**src/rtl/rcfs_pkg.sv**
```systemverilog
`timescale 1ns / 1ps
// ----------------------------------------------------------------------------
// rcfs_pkg
// Codes and types shared by the CSMA frame sequencer front end, queue and
// back end.
// ----------------------------------------------------------------------------
package rcfs_pkg;

  // event opcodes
  localparam logic [2:0] OP_TX_REQ   = 3'd0;
  localparam logic [2:0] OP_BACKOFF  = 3'd1;
  localparam logic [2:0] OP_ED_DONE  = 3'd2;
  localparam logic [2:0] OP_TX_END   = 3'd3;
  localparam logic [2:0] OP_RX_START = 3'd4;
  localparam logic [2:0] OP_RX_END   = 3'd5;
  localparam logic [2:0] OP_TIMEOUT  = 3'd6;

  // link states
  localparam logic [2:0] ST_IDLE    = 3'd0;
  localparam logic [2:0] ST_CSMA    = 3'd1;
  localparam logic [2:0] ST_CSMA_RX = 3'd2;
  localparam logic [2:0] ST_TX      = 3'd3;
  localparam logic [2:0] ST_RX      = 3'd4;

  // report codes
  localparam logic [2:0] REP_NONE      = 3'd0;
  localparam logic [2:0] REP_ACCEPTED  = 3'd1;
  localparam logic [2:0] REP_BUSY      = 3'd2;
  localparam logic [2:0] REP_CCA_FAIL  = 3'd3;
  localparam logic [2:0] REP_TX_OK     = 3'd4;
  localparam logic [2:0] REP_ACK       = 3'd5;
  localparam logic [2:0] REP_ACK_PEND  = 3'd6;
  localparam logic [2:0] REP_DELIVERED = 3'd7;

  // backup timer actions
  localparam logic [1:0] TMR_LEAVE = 2'd0;
  localparam logic [1:0] TMR_START = 2'd1;
  localparam logic [1:0] TMR_STOP  = 2'd2;

  // radio actions
  localparam logic [1:0] RAD_NONE = 2'd0;
  localparam logic [1:0] RAD_ED   = 2'd1;
  localparam logic [1:0] RAD_TX   = 2'd2;
  localparam logic [1:0] RAD_RX   = 2'd3;

  localparam logic [7:0] ENERGY_THR_RESET = 8'hb0;

  // classified event handed from front end to back end
  typedef struct packed {
    logic [2:0] op;
    logic       ack_req;
    logic       is_ack;
    logic       ack_pend;
    logic       frame_ok;
    logic [7:0] seq;
    logic [7:0] tag;
    logic [7:0] energy;
    logic [6:0] dlen;
  } rcfs_cmd_t;

  // one result item
  typedef struct packed {
    logic [2:0] report;
    logic [7:0] report_tag;
    logic [6:0] dlen;
    logic [7:0] dstr;
    logic [1:0] timer;
    logic [1:0] radio;
    logic [2:0] link;
  } rcfs_res_t;

endpackage

```
**src/rtl/rcfs_front.sv**
```systemverilog
`timescale 1ns / 1ps
// ----------------------------------------------------------------------------
// rcfs_front
// Event classifier: frame version, ack request, ack frame and length checks.
// ----------------------------------------------------------------------------
module rcfs_front
  import rcfs_pkg::*;
#(
  parameter int MAX_FRAME = 127
) (
  input  logic [2:0]  opcode_i,
  input  logic [7:0]  fcl_i,
  input  logic [7:0]  fch_i,
  input  logic [7:0]  seq_i,
  input  logic [10:0] flen_i,
  input  logic [7:0]  tag_i,
  input  logic [7:0]  energy_i,
  input  logic        fcs_ok_i,
  output rcfs_cmd_t   cmd_o
);

  localparam logic [10:0] MaxLen = 11'(MAX_FRAME);

  logic [1:0]  version;
  logic [10:0] len_m2;

  assign version = fch_i[5:4];
  assign len_m2  = flen_i - 11'd2;

  always_comb begin
    cmd_o          = '0;
    cmd_o.op       = opcode_i;
    cmd_o.ack_req  = (version != 2'd2) && fcl_i[5];
    cmd_o.is_ack   = (fcl_i[2:0] == 3'd2) && (version < 2'd2);
    cmd_o.ack_pend = fcl_i[4];
    cmd_o.frame_ok = fcs_ok_i && (flen_i <= MaxLen);
    cmd_o.seq      = seq_i;
    cmd_o.tag      = tag_i;
    cmd_o.energy   = energy_i;
    if (flen_i < 11'd2) begin
      cmd_o.dlen = 7'd0;
    end else if (len_m2 > 11'd127) begin
      cmd_o.dlen = 7'd127;
    end else begin
      cmd_o.dlen = len_m2[6:0];
    end
  end

endmodule

```
**src/rtl/rcfs_queue.sv**
```systemverilog
`timescale 1ns / 1ps
// ----------------------------------------------------------------------------
// rcfs_queue
// Short command queue between the classifier and the sequencer back end.
// ----------------------------------------------------------------------------
module rcfs_queue
  import rcfs_pkg::*;
#(
  parameter int DEPTH = 2
) (
  input  logic      clk_i,
  input  logic      rst_ni,
  input  logic      push_i,
  input  rcfs_cmd_t push_data_i,
  output logic      full_o,
  input  logic      pop_i,
  output logic      empty_o,
  output rcfs_cmd_t pop_data_o
);

  localparam int PtrW = (DEPTH > 1) ? $clog2(DEPTH) : 1;
  localparam int CntW = $clog2(DEPTH + 1);

  rcfs_cmd_t         mem_q [DEPTH];
  logic [PtrW-1:0]   wr_ptr_q, wr_ptr_d;
  logic [PtrW-1:0]   rd_ptr_q, rd_ptr_d;
  logic [CntW-1:0]   count_q, count_d;

  assign full_o     = (count_q == CntW'(DEPTH));
  assign empty_o    = (count_q == '0);
  assign pop_data_o = mem_q[rd_ptr_q];

  always_comb begin
    wr_ptr_d = wr_ptr_q;
    rd_ptr_d = rd_ptr_q;
    count_d  = count_q;
    if (push_i) begin
      wr_ptr_d = (wr_ptr_q == PtrW'(DEPTH - 1)) ? '0 : wr_ptr_q + 1'b1;
    end
    if (pop_i) begin
      rd_ptr_d = (rd_ptr_q == PtrW'(DEPTH - 1)) ? '0 : rd_ptr_q + 1'b1;
    end
    if (push_i && !pop_i) begin
      count_d = count_q + 1'b1;
    end else if (pop_i && !push_i) begin
      count_d = count_q - 1'b1;
    end
  end

  always_ff @(posedge clk_i or negedge rst_ni) begin
    if (!rst_ni) begin
      wr_ptr_q <= '0;
      rd_ptr_q <= '0;
      count_q  <= '0;
    end else begin
      wr_ptr_q <= wr_ptr_d;
      rd_ptr_q <= rd_ptr_d;
      count_q  <= count_d;
    end
  end

  always_ff @(posedge clk_i) begin
    if (push_i) begin
      mem_q[wr_ptr_q] <= push_data_i;
    end
  end

`ifndef SYNTHESIS
  a_no_overflow : assert property (@(posedge clk_i) disable iff (!rst_ni)
    push_i |-> (!full_o || pop_i))
    else $error("queue push while full");
  a_no_underflow : assert property (@(posedge clk_i) disable iff (!rst_ni)
    pop_i |-> !empty_o)
    else $error("queue pop while empty");
  a_count_up : assert property (@(posedge clk_i) disable iff (!rst_ni)
    (push_i && !pop_i) |=> (count_q == $past(count_q) + 1'b1))
    else $error("queue count did not advance");
`endif

endmodule

```
**src/rtl/rcfs_back.sv**
```systemverilog
`timescale 1ns / 1ps
// ----------------------------------------------------------------------------
// rcfs_back
// Link state sequencer: carries out queued events and holds the result
// register towards the output channel.
// ----------------------------------------------------------------------------
module rcfs_back
  import rcfs_pkg::*;
(
  input  logic      clk_i,
  input  logic      rst_ni,
  input  logic      cfg_we_i,
  input  logic [7:0] cfg_wdata_i,
  input  logic      cmd_valid_i,
  input  rcfs_cmd_t cmd_i,
  output logic      cmd_pop_o,
  output logic      res_valid_o,
  input  logic      res_ready_i,
  output rcfs_res_t res_o
);

  logic [7:0] thr_q;
  logic [2:0] state_q, state_d;
  logic       ack_aw_q, ack_aw_d;
  logic [7:0] ack_seq_q, ack_seq_d;
  logic [7:0] held_q, held_d;
  logic       valid_q;
  rcfs_res_t  res_q, res_d;

  assign cmd_pop_o   = cmd_valid_i && (!valid_q || res_ready_i);
  assign res_valid_o = valid_q;
  assign res_o       = res_q;

  always_comb begin
    state_d   = state_q;
    ack_aw_d  = ack_aw_q;
    ack_seq_d = ack_seq_q;
    held_d    = held_q;
    res_d     = '0;
    unique case (cmd_i.op)
      OP_TX_REQ: begin
        if (state_q != ST_IDLE && state_q != ST_RX) begin
          res_d.report     = REP_BUSY;
          res_d.report_tag = cmd_i.tag;
        end else begin
          state_d = (state_q == ST_RX) ? ST_CSMA_RX : ST_CSMA;
          if (cmd_i.ack_req) begin
            ack_seq_d = cmd_i.seq;
            ack_aw_d  = 1'b1;
          end
          held_d           = cmd_i.tag;
          res_d.report     = REP_ACCEPTED;
          res_d.report_tag = cmd_i.tag;
        end
      end
      OP_BACKOFF: begin
        if (state_q == ST_CSMA || state_q == ST_CSMA_RX) begin
          res_d.radio = RAD_ED;
          res_d.timer = TMR_START;
        end
      end
      OP_ED_DONE: begin
        if (state_q == ST_CSMA_RX) begin
          state_d          = ST_RX;
          res_d.report     = REP_CCA_FAIL;
          res_d.report_tag = held_q;
        end else if (state_q == ST_CSMA) begin
          if ($signed(cmd_i.energy) > $signed(thr_q)) begin
            state_d          = ST_IDLE;
            res_d.timer      = TMR_STOP;
            res_d.report     = REP_CCA_FAIL;
            res_d.report_tag = held_q;
          end else begin
            state_d     = ST_TX;
            res_d.timer = TMR_START;
            res_d.radio = RAD_TX;
          end
        end
      end
      OP_TX_END: begin
        if (state_q == ST_TX) begin
          state_d          = ST_IDLE;
          res_d.timer      = TMR_STOP;
          res_d.radio      = RAD_RX;
          res_d.report     = REP_TX_OK;
          res_d.report_tag = held_q;
        end
      end
      OP_RX_START: begin
        if (state_q == ST_IDLE || state_q == ST_CSMA) begin
          state_d     = (state_q == ST_CSMA) ? ST_CSMA_RX : ST_RX;
          res_d.timer = TMR_START;
        end
      end
      OP_RX_END: begin
        if (state_q == ST_RX || state_q == ST_CSMA_RX) begin
          res_d.timer = (state_q == ST_CSMA_RX) ? TMR_START : TMR_STOP;
          state_d     = (state_q == ST_CSMA_RX) ? ST_CSMA : ST_IDLE;
          res_d.radio = RAD_RX;
          if (cmd_i.frame_ok) begin
            if (cmd_i.is_ack) begin
              if (ack_aw_q && ack_seq_q == cmd_i.seq) begin
                res_d.report     = cmd_i.ack_pend ? REP_ACK_PEND : REP_ACK;
                res_d.report_tag = held_q;
                ack_aw_d         = 1'b0;
              end
            end else begin
              res_d.report = REP_DELIVERED;
              res_d.dlen   = cmd_i.dlen;
              res_d.dstr   = cmd_i.energy;
            end
          end
        end
      end
      OP_TIMEOUT: begin
        if (state_q == ST_TX) begin
          res_d.report     = REP_TX_OK;
          res_d.report_tag = held_q;
        end else if (state_q == ST_CSMA || state_q == ST_CSMA_RX) begin
          res_d.report     = REP_CCA_FAIL;
          res_d.report_tag = held_q;
        end
        state_d     = ST_IDLE;
        res_d.radio = RAD_RX;
      end
      default: begin
      end
    endcase
    res_d.link = state_d;
  end

  always_ff @(posedge clk_i or negedge rst_ni) begin
    if (!rst_ni) begin
      thr_q     <= ENERGY_THR_RESET;
      state_q   <= ST_IDLE;
      ack_aw_q  <= 1'b0;
      ack_seq_q <= '0;
      held_q    <= '0;
      valid_q   <= 1'b0;
    end else begin
      if (cfg_we_i) begin
        thr_q <= cfg_wdata_i;
      end
      if (cmd_pop_o) begin
        state_q   <= state_d;
        ack_aw_q  <= ack_aw_d;
        ack_seq_q <= ack_seq_d;
        held_q    <= held_d;
        valid_q   <= 1'b1;
      end else if (res_ready_i) begin
        valid_q <= 1'b0;
      end
    end
  end

  always_ff @(posedge clk_i) begin
    if (cmd_pop_o) begin
      res_q <= res_d;
    end
  end

`ifndef SYNTHESIS
  a_pop_loads : assert property (@(posedge clk_i) disable iff (!rst_ni)
    cmd_pop_o |=> valid_q)
    else $error("result not loaded after event");
  a_no_pop_stalled : assert property (@(posedge clk_i) disable iff (!rst_ni)
    (valid_q && !res_ready_i) |-> !cmd_pop_o)
    else $error("event taken over a stalled result");
  a_link_matches : assert property (@(posedge clk_i) disable iff (!rst_ni)
    cmd_pop_o |=> (res_q.link == state_q))
    else $error("reported link state differs from state register");
`endif

endmodule

```
**src/rtl/radio_csma_frame_sequencer_top.sv**
```systemverilog
`timescale 1ns / 1ps
// ----------------------------------------------------------------------------
// radio_csma_frame_sequencer_top
// CSMA-CA transmit/receive link sequencer for an 802.15.4 radio.
//
//   channel   dir  payload
//   s_axis    in   tuser: opcode; tdata: frame bytes, length, tag, energy, fcs
//   m_axis    out  tuser: report; tdata: tag, length, strength, actions, link
//   cfg       in   energy threshold write, no read-back
//
// One event per cycle sustained while m_axis is ready; each event passes a queue
// slot, then the result register, on its way from s_axis transfer to m_axis valid.
// A two-entry queue parts the classifier from the state sequencer, so input
// keeps flowing for two events while m_axis stalls.
// Reset clears link state, ack tracking, held tag and threshold (-80).
// ----------------------------------------------------------------------------
module radio_csma_frame_sequencer_top
  import rcfs_pkg::*;
#(
  parameter int MAX_FRAME = 127
) (
  input  logic        clk_i,
  input  logic        rst_ni,
  input  logic        cfg_we_i,
  input  logic [7:0]  cfg_wdata_i,
  input  logic        s_axis_tvalid,
  output logic        s_axis_tready,
  // fcl[7:0] fch[15:8] seq[23:16] flen[34:24] tag[42:35] energy[50:43]
  // fcs_ok[51] zero[55:52]
  input  logic [55:0] s_axis_tdata,
  // opcode[2:0]
  input  logic [2:0]  s_axis_tuser,
  output logic        m_axis_tvalid,
  input  logic        m_axis_tready,
  // report_tag[7:0] dlen[14:8] dstr[22:15] timer[24:23] radio[26:25]
  // link_state[29:27] zero[31:30]
  output logic [31:0] m_axis_tdata,
  // report[2:0]
  output logic [2:0]  m_axis_tuser
);

  rcfs_cmd_t cmd_in, cmd_out;
  rcfs_res_t res;
  logic      q_full, q_empty, q_pop, push;

  assign s_axis_tready = !q_full;
  assign push          = s_axis_tvalid && !q_full;

  rcfs_front #(
    .MAX_FRAME (MAX_FRAME)
  ) u_front (
    .opcode_i (s_axis_tuser),
    .fcl_i    (s_axis_tdata[7:0]),
    .fch_i    (s_axis_tdata[15:8]),
    .seq_i    (s_axis_tdata[23:16]),
    .flen_i   (s_axis_tdata[34:24]),
    .tag_i    (s_axis_tdata[42:35]),
    .energy_i (s_axis_tdata[50:43]),
    .fcs_ok_i (s_axis_tdata[51]),
    .cmd_o    (cmd_in)
  );

  rcfs_queue #(
    .DEPTH (2)
  ) u_queue (
    .clk_i       (clk_i),
    .rst_ni      (rst_ni),
    .push_i      (push),
    .push_data_i (cmd_in),
    .full_o      (q_full),
    .pop_i       (q_pop),
    .empty_o     (q_empty),
    .pop_data_o  (cmd_out)
  );

  rcfs_back u_back (
    .clk_i       (clk_i),
    .rst_ni      (rst_ni),
    .cfg_we_i    (cfg_we_i),
    .cfg_wdata_i (cfg_wdata_i),
    .cmd_valid_i (!q_empty),
    .cmd_i       (cmd_out),
    .cmd_pop_o   (q_pop),
    .res_valid_o (m_axis_tvalid),
    .res_ready_i (m_axis_tready),
    .res_o       (res)
  );

  assign m_axis_tuser = res.report;
  assign m_axis_tdata = {2'b00, res.link, res.radio, res.timer, res.dstr, res.dlen,
                         res.report_tag};

endmodule
```
**config.mk**
```make
export PLATFORM = sky130hd
export DESIGN_NAME = radio_csma_frame_sequencer_top
export DESIGN_NICKNAME = d
export VERILOG_FILES = /design/src/rtl/rcfs_pkg.sv /design/src/rtl/rcfs_front.sv /design/src/rtl/rcfs_queue.sv /design/src/rtl/rcfs_back.sv /design/src/rtl/radio_csma_frame_sequencer_top.sv
export SDC_FILE = /design/constraint.sdc
export NUM_CORES = 1
export LEC_CHECK = 0
export ABC_AREA = 1
export BUFFER_PORTS_ARGS = -buffer_cell sky130_fd_sc_hd__buf_4
export CAP_MARGIN = 25
export CORE_MARGIN = 1.5
export CORE_UTILIZATION = 60
export CTS_CLUSTER_DIAMETER = 200
export DETAILED_ROUTE_END_ITERATION = 10
export PLACE_DENSITY_LB_ADDON = 0.12
export SLEW_MARGIN = 20
export SYNTH_ARGS = -nofsm -noshare
export SYNTH_HDL_FRONTEND = slang
export SYNTH_HIERARCHICAL = 1
export SYNTH_SLANG_ARGS = --single-unit
```
**constraint.sdc**
```tcl
create_clock -name clk_i -period 4.65 [get_ports clk_i]
set_input_delay 0.2325 -clock clk_i [delete_from_list [all_inputs] [get_ports clk_i]]
set_output_delay 0.2325 -clock clk_i [all_outputs]
set_load 0.01 [all_outputs]
```
==> results of run 1 <==
==> power groups by stage <==
stage / Sequential [mW] / Clock, mW / Combinational, mW
after floorplan: 2.04 / 0 / 1.15
after global placement: 2.03 / 0 / 1.60
after detailed placement: 2.04 / 0 / 1.66
after CTS: 2.02 / 1.43 / 1.70
after global routing: 2.06 / 1.48 / 1.87
final: 2.01 / 1.42 / 1.69
==> synth_stat cells (5+ instances only) <==
| library cell | count | area share [%] |
|---|---|---|
| sky130_fd_sc_hd__ha_1 | 12 | 2.2 |
| sky130_fd_sc_hd__nand3_1 | 16 | 1.2 |
| sky130_fd_sc_hd__nor2_1 | 62 | 3.3 |
| sky130_fd_sc_hd__o21ai_2 | 9 | 1.1 |
| sky130_fd_sc_hd__inv_1 | 96 | 5.2 |
| sky130_fd_sc_hd__nand2_1 | 111 | 6.0 |
| sky130_fd_sc_hd__nand4_1 | 6 | 0.54 |
| sky130_fd_sc_hd__mux2_2 | 31 | 5.0 |
| sky130_fd_sc_hd__o21ai_1 | 7 | 0.50 |
| sky130_fd_sc_hd__nor3_1 | 9 | 0.65 |
| sky130_fd_sc_hd__edfxtp_1 | 109 | 47 |
| sky130_fd_sc_hd__nor2_4 | 6 | 0.97 |
| sky130_fd_sc_hd__a21oi_1 | 13 | 0.93 |
| sky130_fd_sc_hd__buf_4 | 32 | 3.5 |
| sky130_fd_sc_hd__o21ai_0 | 22 | 1.6 |
| sky130_fd_sc_hd__mux2_4 | 10 | 2.2 |
| sky130_fd_sc_hd__inv_2 | 5 | 0.27 |
| sky130_fd_sc_hd__dfrtp_1 | 30 | 11 |
==> layout by cell type, fill, tap and decap left out, types with 5 or more instances in the layout <==
master | netlist | routed
sky130_fd_sc_hd__ha_1 | 12 | 12
sky130_fd_sc_hd__nor2_4 | 6 | 7
sky130_fd_sc_hd__nand2_1 | 111 | 111
sky130_fd_sc_hd__mux2_4 | 10 | 10
sky130_fd_sc_hd__mux2_2 | 31 | 31
sky130_fd_sc_hd__o21ai_1 | 7 | 7
sky130_fd_sc_hd__clkbuf_16 | 0 | 17
sky130_fd_sc_hd__dfrtp_1 | 30 | 29
sky130_fd_sc_hd__nor2_1 | 62 | 61
sky130_fd_sc_hd__edfxtp_1 | 109 | 109
sky130_fd_sc_hd__a21oi_1 | 13 | 13
sky130_fd_sc_hd__o21ai_2 | 9 | 9
sky130_fd_sc_hd__dlygate4sd3_1 | 0 | 26
sky130_fd_sc_hd__nand4_1 | 6 | 6
sky130_fd_sc_hd__o21ai_0 | 22 | 22
sky130_fd_sc_hd__nor3_1 | 9 | 9
sky130_fd_sc_hd__inv_1 | 96 | 96
sky130_fd_sc_hd__buf_4 | 32 | 96
sky130_fd_sc_hd__inv_2 | 5 | 5
sky130_fd_sc_hd__nand3_1 | 16 | 16
==> area by class of cell <==
class	count	share of cell area, %
Inverter	102	4.53
Clock inverter	11	1.92
Multi-Input combinational cell	356	25.6
Clock buffer	21	5.45
Timing Repair Buffer	123	11.8
Tap cell	143	2.12
Sequential cell	142	48.5
==> cell families after synthesis <==
group	after synthesis	synth area share [%]
adder cells (fa/ha/maj)	12	2.16
AO/OA/AOI/OAI	65	5.72
flip-flops	142	58.9
XOR/XNOR	6	0.755
buffers and inverters	144	10.1
other	1	0.0539
AND/OR/NAND/NOR	230	15.1
multiplexers	41	7.17
==> final timing paths <==
kind	slack, ps	cells after the start	end
max in group asynchronous	4000	2	u_back/thr_q[7]$_DFFE_PN1P_
setup reg to reg	1590	6	u_back/ack_seq_q[6]$_DFFE_PN0P_
hold / removal	10	1	u_queue/mem_q[0][29]$_DFFE_PP_
min in group asynchronous	310	2	u_back/thr_q[3]$_DFFE_PN0P_
setup / recovery	1590	6	u_back/ack_seq_q[6]$_DFFE_PN0P_
hold reg to reg	490	2	u_back/held_q[0]$_DFFE_PN0P_
==> per-stage QoR <==
step / hold slack [ps] / util [%] / power (mW)
6_report: 14.5 / 74.3 / 5.13
5_1_grt: 5.57 / 74.3 / 5.41
4_1_cts: 0.172 / 74.3 / 5.15
3_5_place_dp: 212 / 66.6 / 3.70
3_3_place_gp: 213 / 66.4 / 3.63
2_1_floorplan: -63.1 / - / 3.18
==> metal layers <==
| metal | up-vias | share of wire, % | wire, um |
|---|---|---|---|
| li1 | 2295 | - | - |
| met3 | 26 | 4.6 | 611 |
| met4 | 0 | 2.3 | 306 |
| met5 | - | 0 | 0 |
| met1 | 2196 | 43 | 5760 |
| met2 | 122 | 50 | 6730 |
==> flip-flops by register name, indices dropped and copies added, names as in the netlist <==
| register | count |
|---|---|
| u_back/thr_q | 8 |
| u_back/state_q | 3 |
| u_back/ack_seq_q | 8 |
| u_back/ack_aw_q | 1 |
| u_back/held_q | 8 |
| u_queue/wr_ptr_q | 1 |
| u_queue/rd_ptr_q | 1 |
| u_back/res_o | 33 |
| u_back/res_valid_o | 1 |
| u_queue/count_q | 2 |
| u_queue/mem_q | 76 |
==> results.json, run 1 <==
{
  "slowest_stage": "sky130_fd_sc_hd__dfrtp_2",
  "ys_async_sr_fraction_pct": 23.2,
  "effective_utilization_at_floorplan_pct": 61.2,
  "post_synth_inst_count": 641,
  "final.setup_skew_ps": 11.8,
  "gr-usage-met3_pct": 5.47,
  "die_width_um": 111,
  "grt_pass1_vias": 4738,
  "drtIter0Drc": 320,
  "placedCellCount": 840,
  "grt_pass1_wl_um": 21700,
  "power.switching_mw": 1.68,
  "cts_post_setup_buffers_inserted": 0,
  "postCtsHoldBufs": 26,
  "crit_type": "reg2reg",
  "drc_errors": 0,
  "combPwrFrac_pct": 33.1,
  "die_y_um": 111,
  "antenna_found_initial": 0,
  "result_of_the_run": "complete, no violations",
  "n_fill_cell": 770,
  "totalWireLength_um": 13400,
  "post_cts_resized": 0,
  "first_pass_iters": 5,
  "timing.critical_path.to_type": "flip-flop",
  "dp_wirelength_um": 9030,
  "powerDensity_nw_per_um2": 606,
  "slew_headroom_pct": 48.8,
  "cts_tree": "done",
  "fin_nets": 826,
  "fmax_mhz": 327,
  "setup-tns-final_ps": 0,
  "regToRegStartpoint": "u_queue/rd_ptr_q$_DFFE_PN0P_",
  "switching_share_of_power_pct": 32.8,
  "share_clk_of_total_power_pct": 27.6,
  "multi_input_comb_area_um2": 2160,
  "synth_enable_flop_cells": 109,
  "seqPwrFrac_pct": 39.3,
  "max-clock-path-buffers": 2,
  "detail_route.vias_per_cell": 5.17,
  "cp_num_buf_inv": 0,
  "crit_family": "simple AND/OR/NAND/NOR gates",
  "clock_tree.root_cell": "sky130_fd_sc_hd__clkbuf_16",
  "maximum_number_of_pins_on_one_net_before_global_route_repair": 39,
  "beginning_of_the_critical_path": "u_queue/rd_ptr_q$_DFFE_PN0P_",
  "synth_seq_cells": 142,
  "syn_area_per_cell_um2": 10.9,
  "worstPathRequired_ps": 4950,
  "globalRoute.totalOverflow": 0,
  "number_of_max_capacitance_violations_reported": 0,
  "detail_route.wl_per_cell_um": 14.9,
  "io_pins": 109,
  "setup_viol": 0,
  "hold_path.class": "in2reg",
  "finalInstanceArea_um2": 8450,
  "globalRouteMet2Util_pct": 39.4,
  "final_hold_viol_count": 0,
  "cell_with_the_most_instances_on_the_worst_path": "sky130_fd_sc_hd__mux2_2",
  "timing.final.crit_period_ps": 3060,
  "place_worst_setup_slack_ps": 1640,
  "post_detailed_placement_cell_area_um2": 7570,
  "cts.clk_slew.worst_paths_ps": 60,
  "antenna_left": 0,
  "worstSkewPairLatency_ps": 420,
  "yosysWarningCount": 6,
  "gp_congestion": 0.876,
  "htree_num_levels": 4,
  "die-area_um2": 12300,
  "timing.final.ws_setup_ps": 1590,
  "internal-power_mw": 3.44,
  "cts.sink_count": 142,
  "min_period_over_period_pct": 65.7,
  "final_layout_size_suffix_gt1_share_pct": 27.5,
  "instances_no_fill": 898,
  "grtUsageMet1_pct": 26.9,
  "buffers_on_ports": 93,
  "busiest_layer": "met2",
  "crit_fanout": 19,
  "critPathArrivalTime_ps": 3360,
  "tightest_slew_ps": 765,
  "library_cells_used_by_synthesis": 46,
  "fp-row-count": 39,
  "drv_slew": 0,
  "worst_path_cell_chain": "mux2_2 > nor2_1 > nand2_1 > nor2_2 > nand3_1 > mux2_2",
  "area_added_between_synthesis_and_finish_pct": 21.4,
  "insertedDiodeCount": 0,
  "number_of_cts_inserted_buffers": 17,
  "worst_ir_drop_vdd_mv": 0.346,
  "yosysSeqAreaShare_pct": 58.9,
  "worstSetupStartpointType": "flip-flop",
  "core-area_um2": 11400,
  "rsz0062_at_grt": "no",
  "via_count": 4639,
  "globalRouteTotalUtil_pct": 22.8,
  "hold_path_startpoint": "s_axis_tdata[22]",
  "power.static_leakage_nw": 3.73,
  "postSynth.topFlopCell": "sky130_fd_sc_hd__edfxtp_1",
  "synth_area_um2": 6960,
  "layout.area.seq_um2": 4100,
  "slowest_delay_ps": 690
}
Power figures use the tool's default switching activity.
==> run 2: changes to the inputs <==
--- a/config.mk
+++ b/config.mk
@@ -9,7 +9,7 @@
 export BUFFER_PORTS_ARGS = -buffer_cell sky130_fd_sc_hd__buf_4
 export CAP_MARGIN = 25
 export CORE_MARGIN = 1.5
-export CORE_UTILIZATION = 60
+export CORE_UTILIZATION = 51
 export CTS_CLUSTER_DIAMETER = 200
 export DETAILED_ROUTE_END_ITERATION = 10
 export PLACE_DENSITY_LB_ADDON = 0.12
==> constraint.sdc (replaced) <==
create_clock -name clk_i -period 2.6 [get_ports clk_i]
set_input_delay 0.13 -clock clk_i [delete_from_list [all_inputs] [get_ports clk_i]]
set_output_delay 0.13 -clock clk_i [all_outputs]
set_load 0.01 [all_outputs]
==> results.json, run 2 (synthesized netlist as in run 1, its figures left out) <==
{
  "drc_errors": 0,
  "detail_route.wl_per_cell_um": 14.6,
  "worst_r2r_path_depth": 12,
  "die_width_um": 120,
  "timing.final.ws_setup_ps": 58.0,
  "slew_headroom_pct": 62.3,
  "htree_num_levels": 4,
  "fin_nets": 855,
  "crit_fanout": 8,
  "crit_type": "reg2reg",
  "power.static_leakage_nw": 3.92,
  "cts.clk_slew.worst_paths_ps": 60,
  "maximum_number_of_pins_on_one_net_before_global_route_repair": 34,
  "worstPathRequired_ps": 2770,
  "cts.sink_count": 142,
  "postLayoutCoreUtil_pct": 67.7,
  "dp_wirelength_um": 9200,
  "n_fill_cell": 1017,
  "timing.final.crit_period_ps": 2540,
  "rsz0062_at_grt": "yes",
  "clock_tree.root_cell": "sky130_fd_sc_hd__clkbuf_16",
  "grt_pass1_wl_um": 22300,
  "detail_route.vias_per_cell": 4.95,
  "tightest_slew_ps": 560,
  "core-area_um2": 13300,
  "result_of_the_run": "complete, no violations",
  "number_of_cts_inserted_buffers": 17,
  "die_y_um": 120,
  "setup_viol": 0,
  "final_layout_size_suffix_gt1_share_pct": 31.3,
  "worstSetupStartpointType": "flip-flop",
  "via_count": 4759,
  "effective_utilization_at_floorplan_pct": 52.4,
  "powerDensity_nw_per_um2": 1090,
  "total_power_mw": 9.80,
  "die-area_um2": 14400,
  "globalRouteTotalUtil_pct": 20.4,
  "antenna_found_initial": 1,
  "area_added_between_synthesis_and_finish_pct": 29.3,
  "final_cell_mix": "sky130_fd_sc_hd__edfxtp_1, sky130_fd_sc_hd__buf_4, sky130_fd_sc_hd__nand2_1",
  "final_hold_viol_count": 0,
  "drv_slew": 0,
  "worstSkewPairLatency_ps": 420,
  "timing.critical_path.to_type": "flip-flop",
  "instances_no_fill": 961,
  "totalWireLength_um": 14100,
  "antenna_left": 0,
  "critPathArrivalTime_ps": 2710,
  "fmax_mhz": 393,
  "first_pass_iters": 5,
  "io_pins": 109,
  "cts_tree": "done",
  "timing.hold.worst_path_depth": 2,
  "placedCellCount": 881,
  "final.setup_skew_ps": 7.20,
  "fp-row-count": 42,
  "layout.cells.most_common": "sky130_fd_sc_hd__edfxtp_1",
  "min_period_over_period_pct": 97.8,
  "drtIter0Drc": 298,
  "hold_path.class": "in2reg",
  "grt_pass1_vias": 4783,
  "gp_congestion": 0.868,
  "buffers_on_ports": 93,
  "number_of_max_capacitance_violations_reported": 0,
  "worst_ir_drop_vdd_mv": 0.550,
  "max-clock-path-buffers": 2,
  "place_worst_setup_slack_ps": 28.3,
  "top_register": "u_queue/mem_q",
  "largest_register_ffs": 76,
  "setup-tns-final_ps": 0,
  "globalRoute.totalOverflow": 0
}
-- run 2: timing repair --
item | CTS | global route
resized for setup | 0 | 31
hold buffers | 42 | 0
buffers inserted | 0 | 4
hold endpoints to repair | 95 | 0
endpoints found under the setup margin | 0 | 14
-- run 2: final cells by class --
type | instances | area (um^2) | area share, %
Antenna cell | 1 | 2.50 | 0.0278
Clock inverter | 14 | 240 | 2.67
Inverter | 102 | 385 | 4.28
Timing Repair Buffer | 152 | 1310 | 14.6
Multi-Input combinational cell | 356 | 2300 | 25.6
Clock buffer | 18 | 429 | 4.77
Sequential cell | 142 | 4100 | 45.6
Tap cell | 176 | 220 | 2.45
-- run 2: path summary, 6_finish.rpt --
check	start	end	slack, ps
worst max-delay path	u_queue/rd_ptr_q$_DFFE_PN0P_	u_back/res_o[22]$_DFFE_PP_	60
worst min-delay path	s_axis_tdata[2]	u_queue/mem_q[0][33]$_DFFE_PP_	30
worst max register to register	u_queue/rd_ptr_q$_DFFE_PN0P_	u_back/res_o[22]$_DFFE_PP_	60
worst min register to register	u_back/held_q[7]$_DFFE_PN0P_	u_back/held_q[7]$_DFFE_PN0P_	480
max in group asynchronous	rst_ni	u_queue/rd_ptr_q$_DFFE_PN0P_	2050
min in group asynchronous	rst_ni	u_back/thr_q[6]$_DFFE_PN0P_	210
-- run 2: per-layer routing --
metal  wire length (um)  GRT usage, %
met2               7310          35.4
met5                  0             0
met3                660          5.70
met1               5920          24.0
met4                189          7.74
-- run 2: metrics by stage --
step,hold WS (ps),area [um^2]
after floorplan,-166,6970
after global routing,5.97,9000
after detailed placement,125,7700
after global placement,110,7700
final,30.2,9000
after CTS,10.5,8790
-- run 2: worst max-delay path: stages (launching register included) --
cell	delay, ps
sky130_fd_sc_hd__dfrtp_2	460
sky130_fd_sc_hd__buf_12	160
sky130_fd_sc_hd__mux2_4	300
sky130_fd_sc_hd__ha_1	290
sky130_fd_sc_hd__nand2_2	70
sky130_fd_sc_hd__nor2_4	120
sky130_fd_sc_hd__nand2_1	80
sky130_fd_sc_hd__nand2_1	60
sky130_fd_sc_hd__nand2_1	60
sky130_fd_sc_hd__nand4_1	230
sky130_fd_sc_hd__nand4_4	260
sky130_fd_sc_hd__nand2_2	140
sky130_fd_sc_hd__o21ai_2	60
-- run 2: report_power, final --
part / total [mW] / internal [mW] / switching (mW)
logic: 3.53 / 1.55 / 1.98
clock network: 2.71 / 1.80 / 0.913
registers: 3.56 / 3.27 / 0.293
==> run 3: changes to the inputs <==
--- a/config.mk
+++ b/config.mk
@@ -8,10 +8,13 @@
 export ABC_AREA = 1
 export BUFFER_PORTS_ARGS = -buffer_cell sky130_fd_sc_hd__buf_4
 export CAP_MARGIN = 25
+export CELL_PAD_IN_SITES_DETAIL_PLACEMENT = 1
+export CELL_PAD_IN_SITES_GLOBAL_PLACEMENT = 2
 export CORE_MARGIN = 1.5
-export CORE_UTILIZATION = 51
+export CORE_UTILIZATION = 33
 export CTS_CLUSTER_DIAMETER = 200
 export DETAILED_ROUTE_END_ITERATION = 10
+export HOLD_SLACK_MARGIN = 0.02
 export PLACE_DENSITY_LB_ADDON = 0.12
 export SLEW_MARGIN = 20
 export SYNTH_ARGS = -nofsm -noshare
==> results.json, run 3 (synthesized netlist as in run 1, its figures left out) <==
{
  "result_of_the_run": "complete, no violations",
  "rr_endpoint": "u_back/res_o[29]$_DFFE_PP_",
  "critical_path_cell_count": 12,
  "setup_viol": 0,
  "number_of_max_capacitance_violations_reported": 0,
  "fmax_mhz": 391,
  "timing.final.crit_period_ps": 2560,
  "largest_register_ffs": 76,
  "regToRegStartpoint": "u_queue/rd_ptr_q$_DFFE_PN0P_",
  "critPathArrivalTime_ps": 2730,
  "core-area_um2": 20400,
  "final.setup_skew_ps": 11.4,
  "worst_r2r_path_depth": 12,
  "drtIter0Drc": 149,
  "worst_ir_drop_vdd_mv": 0.377,
  "maximum_number_of_pins_on_one_net_before_global_route_repair": 39,
  "rsz0062_at_grt": "yes",
  "cts.clk_slew.worst_paths_ps": 60,
  "globalRouteTotalUtil_pct": 15.7,
  "worstSetupStartpointType": "flip-flop",
  "detail_route.vias_per_cell": 4.51,
  "power.static_leakage_nw": 4.00,
  "htree_num_levels": 4,
  "cell_with_the_most_instances_on_the_worst_path": "sky130_fd_sc_hd__nand2_1",
  "number_of_cts_inserted_buffers": 17,
  "antenna_left": 0,
  "grt_pass1_vias": 5207,
  "final_cell_mix": "sky130_fd_sc_hd__buf_4, sky130_fd_sc_hd__edfxtp_1, sky130_fd_sc_hd__nand2_1",
  "powerDensity_nw_per_um2": 1060,
  "final_hold_viol_count": 0,
  "timing.hold.worst_path_depth": 2,
  "effective_utilization_at_floorplan_pct": 34.1,
  "cts_tree": "done",
  "slowest_delay_ps": 480,
  "insertedDiodeCount": 0,
  "reg_to_reg_slack_setup_ps": 40,
  "fin_nets": 878,
  "drc_errors": 0,
  "min_period_over_period_pct": 98.4,
  "hold_path.class": "in2reg",
  "die_y_um": 148,
  "crit_family": "simple AND/OR/NAND/NOR gates",
  "clock_tree.root_cell": "sky130_fd_sc_hd__clkbuf_16",
  "fp-row-count": 52,
  "via_count": 4856,
  "antenna_found_initial": 0,
  "die-area_um2": 22000,
  "area_added_between_synthesis_and_finish_pct": 33.1,
  "crit_type": "reg2reg",
  "slowest_stage": "sky130_fd_sc_hd__dfrtp_2",
  "buffers_on_ports": 93,
  "top_register": "u_queue/mem_q",
  "tightest_slew_ps": 583,
  "n_fill_cell": 2251,
  "worst_hold_path.endpoint": "u_queue/mem_q[1][34]$_DFFE_PP_",
  "worstPathRequired_ps": 2770,
  "final_layout_size_suffix_gt1_share_pct": 32.5,
  "hold_path_startpoint": "s_axis_tdata[13]",
  "timing.critical_path.to_type": "flip-flop",
  "dp_wirelength_um": 11200,
  "worstSkewPairLatency_ps": 420,
  "max-clock-path-buffers": 2,
  "postLayoutCoreUtil_pct": 45.4,
  "layout.cells.most_common": "sky130_fd_sc_hd__buf_4",
  "grt_pass1_wl_um": 26300,
  "drv_slew": 0,
  "totalWireLength_um": 16400,
  "crit_fanout": 8,
  "first_pass_iters": 4,
  "cp_num_buf_inv": 1,
  "cts.sink_count": 142,
  "globalRoute.totalOverflow": 0,
  "detail_route.wl_per_cell_um": 15.2,
  "setup-tns-final_ps": 0,
  "slew_headroom_pct": 61.1,
  "worst_path_cell_chain": "buf_6 > mux2_4 > ha_4 > nand2_4 > a21oi_2 > nor2_2 > nand2_1 > nand2_1 > nand4_1 > nand4_4 > nand2_2 > o21ai_2",
  "gp_congestion": 0.806,
  "total_power_mw": 9.84,
  "io_pins": 109,
  "die_width_um": 148,
  "hold-worst-slack_ps": 85.6
}
-- run 3: worst reg2reg max path: cells and delay by family, from the launching register on --
kind | cells | cell delay, ps
AND/OR/NAND/NOR | 7 | 910
flip-flops | 1 | 480
multiplexers | 1 | 320
adder cells (fa/ha/maj) | 1 | 280
AO/OA/AOI/OAI | 2 | 180
buffers and inverters | 1 | 160
-- run 3: worst max-delay path by stage --
stage / slack (ps) / from / end
2_1_floorplan: 220 / u_queue/count_q[0]$_DFFE_PN0P_ / u_back/ack_seq_q[2]$_DFFE_PN0P_
3_3_place_gp: -10 / u_queue/rd_ptr_q$_DFFE_PN0P_ / u_back/res_o[29]$_DFFE_PP_
3_5_place_dp: -90 / u_queue/rd_ptr_q$_DFFE_PN0P_ / u_back/res_o[23]$_DFFE_PP_
4_1_cts: 10 / u_queue/rd_ptr_q$_DFFE_PN0P_ / u_back/res_o[23]$_DFFE_PP_
5_1_grt: -60 / u_queue/rd_ptr_q$_DFFE_PN0P_ / u_back/res_o[23]$_DFFE_PP_
6_report: 40 / u_queue/rd_ptr_q$_DFFE_PN0P_ / u_back/res_o[29]$_DFFE_PP_
-- run 3: per-stage QoR --
step | instance area (um^2) | worst slack (ps) | cells
2_1_floorplan | 6970 | 220 | 642
3_3_place_gp | 7910 | -12.3 | 989
3_5_place_dp | 7910 | -90.8 | 989
4_1_cts | 9170 | 12.6 | 1075
5_1_grt | 9270 | -62.5 | 1077
6_report | 9270 | 41.9 | 1077
-- run 3: layout make-up --
type | instances | area, um^2 | share of cell area [%]
sequential | 142 | 4100 | 44.3
timing repair buffer | 175 | 1480 | 16.0
tap | 270 | 338 | 3.65
inverter | 102 | 385 | 4.16
clock inverter | 15 | 211 | 2.28
clock buffer | 17 | 425 | 4.59
multi-input combinational | 356 | 2320 | 25.0
-- run 3: where the power goes --
| part | internal [mW] | switching, mW |
|---|---|---|
| registers | 3.28 | 0.326 |
| clock network | 1.62 | 0.986 |
| logic | 1.58 | 2.05 |
-- run 3: metal layers --
| metal | share of wire, % | GRT usage [%] |
|---|---|---|
| met1 | 44 | 18.7 |
| met2 | 51 | 27.8 |
| met3 | 3.5 | 3.87 |
| met4 | 1.4 | 4.90 |
| met5 | 0 | 0 |
-- run 3: what timing repair did --
item                                    4_1_cts  5_1_grt
gates resized for setup                      17       21
endpoints found under the setup margin        8       13
buffers inserted                              1        2
hold buffers                                 53        0
endpoints found under the hold margin        97        0
pin swaps                                     7       13
